$ cat config.mk
export PLATFORM = sky130hd
export DESIGN_NAME = psc_ram
export DESIGN_NICKNAME = d
export VERILOG_FILES = /design/src/hdl/assert_macros.svh /design/src/hdl/psc_ram.sv
export SDC_FILE = /design/constraint.sdc
export NUM_CORES = 1
export LEC_CHECK = 0
export ABC_AREA = 1
export BUFFER_PORTS_ARGS = -buffer_cell sky130_fd_sc_hd__buf_2
export CAP_MARGIN = 10
export CORE_ASPECT_RATIO = 0.75
export CORE_MARGIN = 1.5
export CORE_UTILIZATION = 50
export CTS_BUF_LIST = sky130_fd_sc_hd__clkbuf_4
export DETAILED_ROUTE_END_ITERATION = 6
export PLACE_DENSITY = 0.63
export RECOVER_POWER = 25
export SETUP_SLACK_MARGIN = 0.5
export SKIP_CTS_REPAIR_TIMING = 1
export SYNTH_ARGS = -nofsm -noshare
export SYNTH_HDL_FRONTEND = slang
export SYNTH_SLANG_ARGS = --single-unit
$ cat constraint.sdc
create_clock -name clk_i -period 3.4 [get_ports clk_i]
set_input_delay 0.51 -clock clk_i [delete_from_list [all_inputs] [get_ports clk_i]]
set_output_delay 0.51 -clock clk_i [all_outputs]
set_load 0.01 [all_outputs]
$ cat src/hdl/assert_macros.svh
// Assertion macros shared by the RTL of the port scan source classifier.
// Define ASSERT_OFF to compile every check away.
`ifndef ASSERT_MACROS_SVH
`define ASSERT_MACROS_SVH

`ifndef ASSERT_OFF

// Condition holds at every clock edge out of reset.
`define ASSERT_ALWAYS(lbl, clk, rst_n, cond, msg) \
  lbl: assert property (@(posedge clk) disable iff (!rst_n) (cond)) else $error(msg);

// Consequent holds in the same cycle as the antecedent.
`define ASSERT_IMPLIES(lbl, clk, rst_n, ante, cons, msg) \
  lbl: assert property (@(posedge clk) disable iff (!rst_n) (ante) |-> (cons)) else $error(msg);

// Consequent holds in the cycle after the antecedent.
`define ASSERT_NEXT(lbl, clk, rst_n, ante, cons, msg) \
  lbl: assert property (@(posedge clk) disable iff (!rst_n) (ante) |=> (cons)) else $error(msg);

`else

`define ASSERT_ALWAYS(lbl, clk, rst_n, cond, msg)
`define ASSERT_IMPLIES(lbl, clk, rst_n, ante, cons, msg)
`define ASSERT_NEXT(lbl, clk, rst_n, ante, cons, msg)

`endif

`endif

$ cat src/hdl/psc_ram.sv
// Generic single-port-write, single-port-read RAM with registered read data.
// No package dependencies.
module psc_ram #(
  parameter int Width = 32,
  parameter int Depth = 32
) (
  input  logic                                  clk_i,
  input  logic                                  we_i,
  input  logic [(Depth > 1 ? $clog2(Depth) : 1)-1:0] waddr_i,
  input  logic [Width-1:0]                      wdata_i,
  input  logic [(Depth > 1 ? $clog2(Depth) : 1)-1:0] raddr_i,
  output logic [Width-1:0]                      rdata_o
);

  logic [Width-1:0] mem [Depth];
  logic [Width-1:0] rdata_q;

  always_ff @(posedge clk_i) begin
    if (we_i) begin
      mem[waddr_i] <= wdata_i;
    end
    rdata_q <= mem[raddr_i];
  end

  assign rdata_o = rdata_q;

endmodule

* Word-level counts from Yosys, hierarchy flattened
Memory sizes are Yosys's and may differ from the RTL's. A register that Yosys moved wholly into a read port is not among the register bits. Cells that the tools add are included.
Storage, ports and cells: flip-flop bits (word level) 0, bits in writable memories 1024, input port bits 44, word-level logic and storage cells 3, memories kept 1
Cells by class: muxes and demuxes 2
Memories:
- mem | words 32, bits a word 32, read ports 1, clocked after Yosys merged registers in 1, wr ports 1, RTL line psc_ram.sv:15 | logic [Width-1:0] mem [Depth];
Operators by type and width (count):
- 1-bit two-way mux | 2

* Depth between registers and ports, before layout
Gate-level depths: netlist of the first run.
depth after elaboration 2, gate-level depth with buffers 12, depth with buffers taken out 9

* Worst setup path before layout of the first run
Ideal clock, no wire load.
path kind in2reg, start in waddr_i[0] in the netlist's numbering, end mem mem[0][0], enable pin, arrival 2.165 ns, setup slack 0.814 ns, stages 3, path buffers 0, path through inv_1 -> nand3_1 -> nor2_1
RTL lines:
- from (decl) | RTL line psc_ram.sv:9 | input logic [(Depth > 1 ? $clog2(Depth) : 1)-1:0] waddr_i,
- to (decl) | RTL line psc_ram.sv:15
Straight into the memory's write port.

* Worst setup path after layout of the first run
start reg rdata_q[17], in the netlist rdata_o[17] (read register of mem), end out rdata_o[17]
RTL lines:
- from (decl) | RTL line psc_ram.sv:16 | logic [Width-1:0] rdata_q;
- to (decl) | RTL line psc_ram.sv:12 | output logic [Width-1:0] rdata_o
No word-level cell between the ends.

==> reports/results.txt, run 1 <==
Result of the run - finished, violations left
Failing checks - capacitance limit
Gate power share - 6.3%
Most frequent cells in the layout - nand2_1 (1440), edfxtp_1 (1024), nand3_1 (780), clkbuf_4 (381), buf_4 (67)
Die height - 255.2 um
WHS - 60.14 ps
Hold WC Path Type - input pin to register
Vias in the first global route - 26460
Reg clk slew, reported paths - 70 ps
PwrDens - 557.1 mW/mm^2
Wire per inst - 22.44 um
Layout cell share with drive strength beyond 1 - 14.63%
Clock latency on the worst-skew pair - 1120 ps
Worst slew pin tran - 1499 ps
CTS tree - built
WP data arrival - 1960 ps
Max Fclk - 0.4044 GHz
DR pass1 iterations - 5
Hpwl dp - 58.42 mm
CTS max path bufs - 3
Layout Cells excl Fill - 5103
Vias per cell - 5.484
Met3 usage - 5.793%
Via Count - 27990
Initial antenna violation count - 5
Post-layout min period - 2473 ps
Core footprint - 0.08403 mm^2
Sequential cell area fraction in the yosys report - 74.02%
Residual DRC count - 0
Sw Share - 23.47%
Final wirelength - 114.5 mm
Pint - 20.28 mW
Total track usage - 26.77%
Max VDD drop - 0.4086 mV
WS Path Type - register to primary output
WP buf/inv - 1
Post-synth cell types - 14
Synthesis-stage register bit count - 1056
Area of the die - 0.08658 mm^2
Most used routing layer - met2
First-pass GRT wire length - 170.2 mm
Commonest non-fill, non-tap cell in the layout - nand2_1
Final hold vios - 0
Post-Place Cells - 4616
Synth Warn # - 0
Root buf cell - clkbuf_4
Port Buf Inserts - 75
CP max stage delay - 620 ps
Synth Instances - 3536
CP Capture Type - primary output
Area delta synth->final - 12.20%
CTS Buf Count - 241
Final Power - 26.50 mW
Post-Syn Area - 0.04241 mm^2
Rel. slew slack - 0.04337%
CTS Sinks - 1056
Post-route design area - 0.04758 mm^2
Met1 GRT Util - 38.42%
Register share of total power - 54.9%
DIE WIDTH - 339.3 um
Crit-path max FO - 1
DP Area - 0.04402 mm^2
Leakage power total - 17.71 nW
Final worst path period share - 72.73%
Initial DRC count - 3042
Initial Util - 50.46%
CP required - 2890 ps
Mean cell area of the mapped netlist - 11.99 um^2
CP cell instances - buf_2
Gpl congestion - 0.7985
Largest net degree at the start of global routing - 180
Post-route ant nets - 0
H-tree levels - 4
GR Overflow Total - 0
Clock share of power - 38.8%
Max-cap violations - 1
Clock Skew - 59.34 ps
Fin nets - 3810
Grt met2 use - 41.12%
Setup repair after global routing missed its margin - no
Sw power - 6.220 mW
CP delay by family, top - flip-flops
Max Slew Vio Count - 0
CP Launch Type - register
Total Neg Setup Slack - 0 ps
# rows - 92
Syn Nets - 3580
Final count of negative-setup-slack endpoints - 0
Crit-path slowest cell - dfxtp_1
Ports - 76
[metrics by stage]
stage               util (%)  setup WS (ps)
global route           56.62          862.4
CTS                    56.22          883.2
floorplan                  -          813.5
detailed placement     52.38          979.6
global placement       52.38          980.1
finish                 56.62          927.2
[area by class of cell]
class,count,area [um^2]
fill,7072,36450
sequential,1056,31390
multi-input combinational,2252,9662
clock buffer,381,2860
timing repair buffer,205,1802
tap,1128,1411
clock inverter,61,362.8
inverter,10,67.56
antenna,10,25.02
[synth_stat cells, drive strengths merged]
cell type  instances  share of area, %
nor2              32              0.28
buf              194               3.4
inv               10              0.11
nand3            780               9.2
clkbuf            24              0.21
edfxtp          1024                73
dfxtp             32               1.5
nand2           1440                13
[cells by family after synthesis]
kind of cell	count (synthesis)	synth area share, %
AND/OR/NAND/NOR	2252	22.24
flip-flops	1056	74.02
buffers and inverters	228	3.741
[power by group through the flow]
stage                     combinational (mW)  clock, mW  sequential (mW)
after floorplan                        0.995          0             14.8
after global placement                  1.63          0             14.8
after detailed placement                1.64          0             14.8
after CTS                               1.65       10.5             14.5
after global routing                    1.85       11.1             14.6
final                                   1.68       10.3             14.5
[final timing paths]
path / start / endpoint / slack, ps / cells after the start
setup / recovery: rdata_o[17] / rdata_o[17] / 930 / 1
hold / removal: raddr_i[0] / rdata_o[31] / 60 / 9
setup reg to reg: mem[11][11] / rdata_o[11] / 1800 / 9
hold reg to reg: mem[6][15] / rdata_o[15] / 720 / 8
[metal layers]
metal | wire length (um) | up-vias
met2 | 52130 | 1216
li1 | - | 13000
met1 | 50130 | 13610
met3 | 9885 | 160
met5 | 12 | -
met4 | 2365 | 2
[registers in the layout (all words and copies together) (netlist names)]
name,count
mem,1024
rdata_o,32
(Power assumes the default switching activity.)
==> run 2, diff against run 1 <==
--- a/config.mk
+++ b/config.mk
@@ -13,7 +13,7 @@
 export CORE_UTILIZATION = 50
 export CTS_BUF_LIST = sky130_fd_sc_hd__clkbuf_4
 export DETAILED_ROUTE_END_ITERATION = 6
-export PLACE_DENSITY = 0.63
+export PLACE_DENSITY = 0.65
 export RECOVER_POWER = 25
 export SETUP_SLACK_MARGIN = 0.5
 export SKIP_CTS_REPAIR_TIMING = 1
==> constraint.sdc (replaced) <==
create_clock -name clk_i -period 2.1 [get_ports clk_i]
set_input_delay 0.315 -clock clk_i [delete_from_list [all_inputs] [get_ports clk_i]]
set_output_delay 0.315 -clock clk_i [all_outputs]
set_load 0.01 [all_outputs]
==> reports/results.txt, run 2 (synthesized netlist as in run 1, its figures left out) <==
# rows - 92 (unchanged)
Worst slew pin tran - 1341 ps (-158.8 ps)
Most frequent cells in the layout - nand2_1 (1440), edfxtp_1 (1024), nand3_1 (769), clkbuf_4 (395), buf_12 (75)
Final count of negative-setup-slack endpoints - 0 (unchanged)
Final Power - 43.53 mW (+64%)
Max reg flops - 1024 (unchanged)
Clock latency on the worst-skew pair - 1120 ps (about the same)
CP max stage delay - 440 ps (-180 ps)
H-tree levels - 4 (unchanged)
Core footprint - 0.08403 mm^2 (unchanged)
Commonest non-fill, non-tap cell in the layout - nand2_1
CP delay by family, top - flip-flops
Most used routing layer - met2
Max VDD drop - 0.4599 mV (+13%)
Final worst path period share - 93.68%
Final hold vios - 0 (unchanged)
Layout cell share with drive strength beyond 1 - 16.83% (+2.2 points)
Via Count - 28540 (+2.0%)
Setup ws final - 132.7 ps (-794.5 ps)
Initial DRC count - 3133 (+3.0%)
Crit-path slowest cell - dfxtp_4
Area delta synth->final - 15.51%
Fin nets - 3850 (+1.0%)
Largest net degree at the start of global routing - 79 (-56%)
Rel. slew slack - 10.63% (+11 points)
Leakage power total - 18.20 nW (+2.8%)
Vias in the first global route - 27090 (+2.4%)
CP cell instances - buf_6
Residual DRC count - 0 (unchanged)
Total track usage - 27.57% (+0.80 points)
Initial antenna violation count - 9 (+4)
CTS tree - built
Crit. Startpoint - rdata_o[0]
Port Buf Inserts - 75 (unchanged)
CTS Buf Count - 241 (unchanged)
Die height - 255.2 um (unchanged)
CTS max path bufs - 3 (unchanged)
DR pass1 iterations - 6 (+1)
DP Area - 0.04500 mm^2 (+2.2%)
Hpwl dp - 60.65 mm (+3.8%)
PwrDens - 888.7 mW/mm^2 (+60%)
Crit-path max FO - 1 (unchanged)
Post-route design area - 0.04898 mm^2 (+2.9%)
Initial Util - 50.46% (unchanged)
Final wirelength - 118.4 mm (+3.4%)
Area of the die - 0.08658 mm^2 (unchanged)
Most flops, register - mem
CTS Sinks - 1056 (unchanged)
Max-cap violations - 0 (-1)
Post-route ant nets - 0 (unchanged)
Result of the run - completed
WS Path Type - register to primary output
Reg-to-reg critical path startpoint - mem[3][15]
GR Overflow Total - 0 (unchanged)
Root buf cell - clkbuf_4
Pre-CTS setup slack - 263.3 ps (-716.3 ps)
WP data arrival - 1650 ps (-310 ps)
CP Capture Type - primary output
Met1 GRT Util - 37.93% (-0.49 points)
Max Fclk - 0.5083 GHz
Setup repair after global routing missed its margin - yes
Vias per cell - 5.543 (+1.1%)
Gpl congestion - 0.7819 (-2.1%)
Startpoint of the worst hold path - waddr_i[1]
Grt met2 use - 43.06% (+1.9 points)
Max Slew Vio Count - 0 (unchanged)
Post-layout min period - 1967 ps
Wire per inst - 23.00 um (+2.5%)
First-pass GRT wire length - 174.1 mm (+2.3%)
Hold WC Path Type - input pin to register
CP Launch Type - register
Ports - 76 (unchanged)
Clock Skew - 82.25 ps (+22.91 ps)
CP required - 1780 ps (-1110 ps)
Reg clk slew, reported paths - 80 ps (about the same)
DIE WIDTH - 339.3 um (unchanged)
Met3 usage - 5.600% (-0.19 points)
WP buf/inv - 1 (unchanged)
run 2: changes by cell type in the layout (fill, tap and decap cells not counted), moves of 12 or more:
cell	before	now
buf_6	1	31
dfxtp_2	0	18
buf_12	29	75
buf_2	48	21
buf_4	67	54
dfxtp_1	32	2
dfxtp_4	0	12
clkbuf_4	381	395
run 2: power breakdown:
part,total [mW],internal (mW),switching [mW]
sequential,23.6,23.4,0.156
combinational,2.95,0.933,2.01
clock,17.0,9.07,7.93
total,43.5,33.4,10.1
run 2: layer usage:
layer | routed length [um] | up-vias
li1 | - | 13080
met1 | 49360 | 13690
met2 | 53910 | 1513
met3 | 11350 | 251
met4 | 3795 | 6
met5 | 24 | -
run 2: through the flow:
step,hold WS [ps],setup TNS [ps],std cells,util [%]
floorplan,413.9,0,3536,-
global placement,712.5,0,4649,53.55
detailed placement,715.6,0,4649,53.55
CTS,-409.0,-1194,5102,57.50
global route,18.49,0,5148,58.29
finish,40.34,0,5149,58.29
run 2: area by class of cell:
cell class                 count  area [um^2]
fill                        6972        35050
sequential                  1056        31460
multi-input combinational   2252         9807
clock buffer                 395         2965
timing repair buffer         245         2887
tap                         1128         1411
clock inverter                58        356.6
inverter                      10        86.33
antenna                        5        12.51
run 2: final timing paths:
kind                       to  slack, ps  cells after the start
hold / removal    mem[31][19]         40                      4
setup reg to reg  rdata_o[15]        920                      8
setup / recovery   rdata_o[0]        130                      1
hold reg to reg   rdata_o[19]        730                      8
run 2: worst reg2reg max path: cells and delay by family, from the launching register on:
family / cells / cell delay [ps]
simple gates: 8 / 610
flops: 1 / 380
