### src/hdl/assert_macros.svh
// Assertion macros shared by the RTL of the port scan source classifier.
// Define ASSERT_OFF to compile every check away.
`ifndef ASSERT_MACROS_SVH
`define ASSERT_MACROS_SVH

`ifndef ASSERT_OFF

// Condition holds at every clock edge out of reset.
`define ASSERT_ALWAYS(lbl, clk, rst_n, cond, msg) \
  lbl: assert property (@(posedge clk) disable iff (!rst_n) (cond)) else $error(msg);

// Consequent holds in the same cycle as the antecedent.
`define ASSERT_IMPLIES(lbl, clk, rst_n, ante, cons, msg) \
  lbl: assert property (@(posedge clk) disable iff (!rst_n) (ante) |-> (cons)) else $error(msg);

// Consequent holds in the cycle after the antecedent.
`define ASSERT_NEXT(lbl, clk, rst_n, ante, cons, msg) \
  lbl: assert property (@(posedge clk) disable iff (!rst_n) (ante) |=> (cons)) else $error(msg);

`else

`define ASSERT_ALWAYS(lbl, clk, rst_n, cond, msg)
`define ASSERT_IMPLIES(lbl, clk, rst_n, ante, cons, msg)
`define ASSERT_NEXT(lbl, clk, rst_n, ante, cons, msg)

`endif

`endif

### src/hdl/psc_pkg.sv
// Package of the port scan source classifier: beat types, result kinds,
// opcodes, register indexes and default sizes. No dependencies.
package psc_pkg;

  localparam int MAX_SOURCES_DEF      = 32;
  localparam int PORTS_PER_SOURCE_DEF = 16;

  localparam logic OP_RECORD = 1'b0;
  localparam logic OP_REPORT = 1'b1;

  localparam logic [2:0] KIND_NEW      = 3'd0;
  localparam logic [2:0] KIND_DUP      = 3'd1;
  localparam logic [2:0] KIND_SAT      = 3'd2;
  localparam logic [2:0] KIND_FULL     = 3'd3;
  localparam logic [2:0] KIND_LIKELY   = 3'd4;
  localparam logic [2:0] KIND_POSSIBLE = 3'd5;
  localparam logic [2:0] KIND_EMPTY    = 3'd6;

  localparam logic CFG_LIKELY   = 1'b0;
  localparam logic CFG_POSSIBLE = 1'b1;

  localparam logic [4:0] LIKELY_RESET   = 5'd8;
  localparam logic [4:0] POSSIBLE_RESET = 5'd4;

  // Operand select of the shared match unit.
  localparam logic MATCH_SRC  = 1'b0;
  localparam logic MATCH_PORT = 1'b1;

  typedef struct packed {
    logic        opcode;
    logic [31:0] src_address;
    logic [15:0] dest_port;
  } in_item_t;

  typedef struct packed {
    logic [2:0]  result_kind;
    logic [31:0] reported_address;
    logic [4:0]  port_count;
    logic        last;
  } out_item_t;

endpackage

### src/hdl/psc_match.sv
// Shared equality unit of the classifier: compares a stored source address
// or a stored port against the key of the item. Uses psc_pkg.
module psc_match (
  input  logic        sel_i,
  input  logic [31:0] src_word_i,
  input  logic [15:0] port_word_i,
  input  logic [31:0] key_addr_i,
  input  logic [15:0] key_port_i,
  output logic        eq_o
);

  logic [31:0] op_a;
  logic [31:0] op_b;

  always_comb begin
    case (sel_i)
      psc_pkg::MATCH_PORT: begin
        op_a = {16'd0, port_word_i};
        op_b = {16'd0, key_port_i};
      end
      default: begin
        op_a = src_word_i;
        op_b = key_addr_i;
      end
    endcase
  end

  assign eq_o = (op_a == op_b);

endmodule

### config.mk
export PLATFORM = sky130hd
export DESIGN_NAME = psc_match
export DESIGN_NICKNAME = d
export VERILOG_FILES = /design/src/hdl/assert_macros.svh /design/src/hdl/psc_pkg.sv /design/src/hdl/psc_match.sv
export SDC_FILE = /design/constraint.sdc
export NUM_CORES = 1
export LEC_CHECK = 0
export ABC_AREA = 1
export BUFFER_PORTS_ARGS = -buffer_cell sky130_fd_sc_hd__buf_4
export CAP_MARGIN = 20
export CORE_AREA = 5 5 54 56
export DETAILED_ROUTE_END_ITERATION = 10
export DIE_AREA = 0 0 59 61
export GPL_TIMING_DRIVEN = 0
export PLACE_DENSITY = 0.79
export SLEW_MARGIN = 20
export SYNTH_ARGS = -nofsm -noshare
export SYNTH_HDL_FRONTEND = slang
export SYNTH_SLANG_ARGS = --single-unit
### constraint.sdc
create_clock -name vclk -period 1.3
set_clock_uncertainty 0.05 [all_clocks]
set_input_delay 0.26 -clock vclk [all_inputs]
set_output_delay 0.26 -clock vclk [all_outputs]
set_load 0.005 [all_outputs]
Yosys cells after proc, flatten, opt, wreduce, memory -nomap -nowiden
Index checks and enable logic that the tools add are counted.
{"block": "totals", "register_bits": 0, "latchBits": 0, "mem_bits_rw": 0, "romBits": 0, "out_inout_bits": 1, "wordCells": 3, "n_memories": 0}
{"block": "op_classes", "add_sub_neg": 0, "n_mul": 0, "n_div": 0, "n_lt_le_gt_ge": 0, "eq_ne": 1, "shift": 0, "muxes": 2, "n_bitwise": 0, "n_reduce_logical": 0}
{"operator": "two-way mux 32 bit", "count": 2}
{"operator": "equality test 32 bit", "count": 1}

Logic depth before layout (Yosys ltp)
Gate-level depths: netlist (run 1).
{"block": "logic_depth", "depth_word": 2, "depth_mapped": 9, "mapped_depth_nobuf": 9}

Worst setup path after synthesis (run 1)
OpenSTA, ideal clock, no wires.
{"block": "synth_timing", "path_kind": "input -> output", "start": "input port src_word_i[22]", "end": "output port eq_o", "arrival_time_ns": 0.801, "t_required_ns": 0.990, "setup_slack_ns": 0.189, "path_stages": 9, "path_buffers": 0, "path_cell_list": "inv_1 nor2_1 nor2_1 nand2_1 nor2_1 nand2_1 nor2_2 nand3_1 nand2_1"}
{"block": "synth_via", "elab_chain_len": 2}
{"element": "start: declaration", "line": "psc_match.sv:5", "source": "input logic [31:0] src_word_i,"}
{"element": "two-way mux 32 bit", "line": "psc_match.sv:16", "source": "case (sel_i)"}
{"element": "equality test 32 bit", "line": "psc_match.sv:28", "source": "assign eq_o = (op_a == op_b);"}
{"element": "end: declaration", "line": "psc_match.sv:9", "source": "output logic eq_o"}
No other way between the ends.

Worst setup path in the final report (run 1)
{"block": "layout_timing", "start": "input port src_word_i[10]", "end": "output port eq_o"}
The elaborated chain is that of the path after synthesis.

==> results of run 1 <==
kinds of logic (layout without fill, tap and decap cells):
group	after synthesis	count (layout)
compound gates	3	3
xor+xnor	33	33
buf+inv	25	124
simple gates	73	73
power groups by stage:
stage / Clock [mW] / Combinational (mW) / Sequential, mW
after CTS: 0 / 0.427 / 0
after global placement: 0 / 0.410 / 0
final: 0 / 0.431 / 0
after floorplan: 0 / 0.155 / 0
after detailed placement: 0 / 0.417 / 0
after global routing: 0 / 0.478 / 0
area by class of cell:
type,instances,share of cell area (%)
repair buffers,99,49.1
multi-input cells,109,42.1
inverters,25,6.30
well taps,30,2.45
metrics by stage:
step	instance area [um^2]	setup TNS (ps)
floorplan	708	0
global placement	1480	-100
detailed placement	1480	-113
CTS	1500	-96.7
global route	1530	-252
finish	1530	-106
worst max path at each step:
| stage | start | end | slack [ps] | cells past startpoint |
|---|---|---|---|---|
| after floorplan | src_word_i[22] | eq_o | 190 | 9 |
| after global placement | port_word_i[3] | eq_o | -100 | 6 |
| after detailed placement | port_word_i[3] | eq_o | -110 | 6 |
| after CTS | src_word_i[3] | eq_o | -100 | 9 |
| after global routing | src_word_i[22] | eq_o | -250 | 11 |
| final | src_word_i[10] | eq_o | -110 | 8 |
repair_timing:
| action | in CTS | in global routing |
|---|---|---|
| cloned | 0 | 0 |
| resized for setup | 3 | 6 |
| setup endpoints to repair | 1 | 1 |
| pin swaps | 0 | 7 |
| setup buffers | 0 | 1 |
worst max-delay path: stages:
cell and delay (ps):
buf_4 110, xor2_1 160, nor2_1 110, nand3_1 80, nor2_2 110, nand3_1 70
nand2_1 80, buf_6 100
per-layer routing:
layer / up-vias / global-route usage (%) / part of all wire (%)
li1: 593 / - / -
met1: 444 / 12.8 / 32
met2: 57 / 26.0 / 53
met3: 2 / 3.83 / 14
met4: 0 / 0 / 0.83
met5: - / 0 / 0
cell usage after synthesis:
cell type	n	share of area [%]
xor2_1	12	15
nor3_1	2	1.4
nand2_1	42	22
nand3_1	6	4.2
nor2_2	3	2.7
inv_1	25	13
o21ai_1	1	0.71
o21ai_0	2	1.4
nand3_2	1	1.4
xnor2_1	21	26
nand4_1	3	2.7
nor2_1	14	7.4
or2_0	2	1.8
==> metrics, run 1 <==
Die Y-Extent=between 60 and 70 um; Pleak=0.880 nW; Synth Area in XOR/XNOR=40.8%; sequential fraction of design power=0%; Reg area=0 um^2; Worst Path Max Fanout=1; register area share after synthesis=0%; Post-DP HPWL=2.36 mm; post-route insts no fill=263; commonest non-fill, non-tap cell in the layout=buf_4; Avg Inst Size Synth=5.28 um^2; CP arrival=1100 ps; fin worst setup slack=-106 ps; Boundary Pins=just under 100; vias in the first global route=about 1000; Die W=59 um; number of synthesis warnings=0; Max Slew Vio Count=0; Worst Hold Endpoint=eq_o; Vias per Instance=4.17; multiplexer share of the synthesized area=0%; violations in the final reports=setup timing; total power=0.431 mW; core area=2390 um^2; Synth Area in Simple Gates=43.8%; largest family of logic cells by synthesized area=simple AND/OR/NAND/NOR gates; # diodes=0; port bufs=98; TritonRoute pass-1 iters=4; via count=1096; startpoint types=input pin; die area=3600 um^2; commonest cells after routing, fill and taps aside=97 x buf_4, 42 x nand2_1, 24 x inv_1; CTS Hold Bufs=0; Sw Pwr=approximately 0.14 mW; Max rail drop VDD=0.000160 V; largest net degree at the start of global routing=3; DRT antenna net count=0; final core utilization=~64%; GP Congestion=0.729; DR WL/cell=slightly below 10 um; final period utilization=108%; Hold Fails Final Rpt=0; Worst Hold Class=in2out; WL final=2.53 mm; setup violators final=1; design internal power=~0.29 mW; global route total overflow=0; first-pass GRT wire length=3.71 mm; hold_ws=~950 ps; Cells after DPL=262; max_slew headroom=89.4%; RSZ-0062 raised after global routing=true; pre-CTS setup slack=-113 ps; P&R area growth vs syn=116%; crit path time final=1410 ps; First DRT Iteration DRCs=13; flip-flop and latch count=0; clock share of power=0%; Final #Nets=332; antenna violations before repair=0; Syn Inst Count=~130; DRC=0; std cell rows=18; layout cells sized above 1=46.8%; Max-Cap Viols=0; Unique masters post-synth=13; area occupied by multi-input gates=644 um^2; Cells on Worst Hold Path=7; clkbuf count=0; GRT Total Usage=12.5%; Combinational Power Share=100.0%; critical path required time=990 ps; Compound-Gate Fraction of Synth Area=2.12%; synthesized-area fraction occupied by adder cells=0%; Starting Density=roughly 30%; Crit. End Element=output pin; switching part of the total power=33.4%; Syn Nets=231; Synth Cell Area=708 um^2; kind of critical path=in2out; Hold Path Origin=key_port_i[14]; Fillers=257; Slew @ Worst Pin=~160 ps; pwr dens=282 nW/um^2; status=complete, but fails checks; FMAX=approximately 700 MHz
No activity file was read; power rests on OpenSTA's default activity.
==> run 2: changes to the inputs <==
Clock period 1.3 ns to 1.6 ns, I/O delays scaled along.
==> metrics, run 2 (synthesis results as in run 1) <==
CP arrival=1160 ps (+60 ps); via count=1096 (unchanged); commonest cells after routing, fill and taps aside=97 x buf_4, 42 x nand2_1, 24 x inv_1; DP Area=1480 um^2 (unchanged); fin area=1510 um^2 (-1.3%); area occupied by multi-input gates=624 um^2 (-3.1%); CTS Hold Bufs=0 (unchanged); Worst Hold Class=in2out; DRT antenna net count=0 (unchanged); DRC=0 (unchanged); critical path required time=1230 ps (+240 ps); GP Congestion=0.729 (unchanged); TritonRoute pass-1 iters=4 (unchanged); GRT Total Usage=12.5% (unchanged); Hold Path Origin=key_port_i[14]; Slew @ Worst Pin=235 ps (+77.4 ps); max_slew headroom=84.2% (-5.2 points); Worst Hold Endpoint=eq_o; # diodes=0 (unchanged); std cell rows=18 (unchanged); Starting Density=29.7% (unchanged); Max Slew Vio Count=0 (unchanged); FMAX=655 MHz; first-pass GRT wire length=3.71 mm (unchanged); final period utilization=95.4%; Die W=59 um (unchanged); commonest non-fill, non-tap cell in the layout=buf_4; pwr dens=227 nW/um^2 (-19%); total power=0.343 mW (-20%); clkbuf count=0 (unchanged); Worst Path Max Fanout=1 (unchanged); Boundary Pins=98 (unchanged); Vias per Instance=4.17 (unchanged); Max rail drop VDD=0.000125 V (-22%); antenna violations before repair=0 (unchanged); port bufs=98 (unchanged); vias in the first global route=994 (unchanged); flip-flop and latch count=0 (unchanged); Final #Nets=332 (unchanged); crit path time final=1530 ps; largest net degree at the start of global routing=3 (unchanged); core area=2390 um^2 (unchanged); setup violators final=0 (-1); layout cells sized above 1=45.5% (-1.3 points); final core utilization=63.2% (-0.84 points); kind of critical path=in2out; Max-Cap Viols=0 (unchanged); Fillers=262 (+1.9%); Reg area=0 um^2 (unchanged); RSZ-0062 raised after global routing=true; startpoint types=input pin; die area=3600 um^2 (unchanged); Crit. End Element=output pin; global route total overflow=0 (unchanged); P&R area growth vs syn=113%; Die Y-Extent=61 um (unchanged); WL final=2.52 mm (-0.16%); Cells on Worst Hold Path=7 (unchanged); Post-DP HPWL=2.36 mm (unchanged); DR WL/cell=9.59 um (-0.16%); status=completed; First DRT Iteration DRCs=13 (unchanged); Pleak=0.867 nW (-1.4%); Hold Fails Final Rpt=0 (unchanged)
## run 2: cell type report
class	count	area share (%)
inverters	25	6.38
multi-input cells	109	41.4
well taps	30	2.49
repair buffers	99	49.8
## run 2: worst max-delay path by stage
stage,startpoint,endpoint,slack [ps],depth (start not counted)
detailed placement,port_word_i[3],eq_o,70,6
floorplan,src_word_i[22],eq_o,370,9
finish,src_word_i[3],eq_o,70,9
global route,src_word_i[22],eq_o,-70,11
global placement,port_word_i[3],eq_o,80,6
CTS,port_word_i[3],eq_o,60,6
## run 2: report_power, final
part | switching (mW) | internal [mW] | total, mW
Clock | 0 | 0 | 0
Combinational | 0.114 | 0.229 | 0.343
Sequential | 0 | 0 | 0
Total | 0.114 | 0.229 | 0.343
## run 2: timing repair
action                                  4_1_cts  5_1_grt
endpoints found under the setup margin        0        1
resized for setup                             0        6
buffers inserted                              0        1
## run 2: through the flow
stage / worst slack, ps / hold slack, ps / TNS [ps] / std cells
floorplan: 369 / 800 / 0 / 134
global placement: 79.9 / 1070 / 0 / 262
detailed placement: 66.9 / 1080 / 0 / 262
CTS: 62.9 / 1080 / 0 / 262
global route: -71.7 / 1130 / -71.7 / 263
finish: 73.2 / 1070 / 0 / 263
## run 2: critical path, stage by stage
cell	delay [ps]
buf_4	110
xnor2_1	150
nand2_1	60
nor2_1	100
nand2_1	70
nor2_2	80
nand3_1	70
nand2_1	80
buf_6	100
## run 2: routing by layer
metal / part of all wire [%] / vias up / track usage (%)
li1: - / 593 / -
met5: 0 / - / 0
met1: 32 / 444 / 12.8
met2: 53 / 57 / 26.0
met4: 0.83 / 0 / 0
met3: 14 / 2 / 3.83
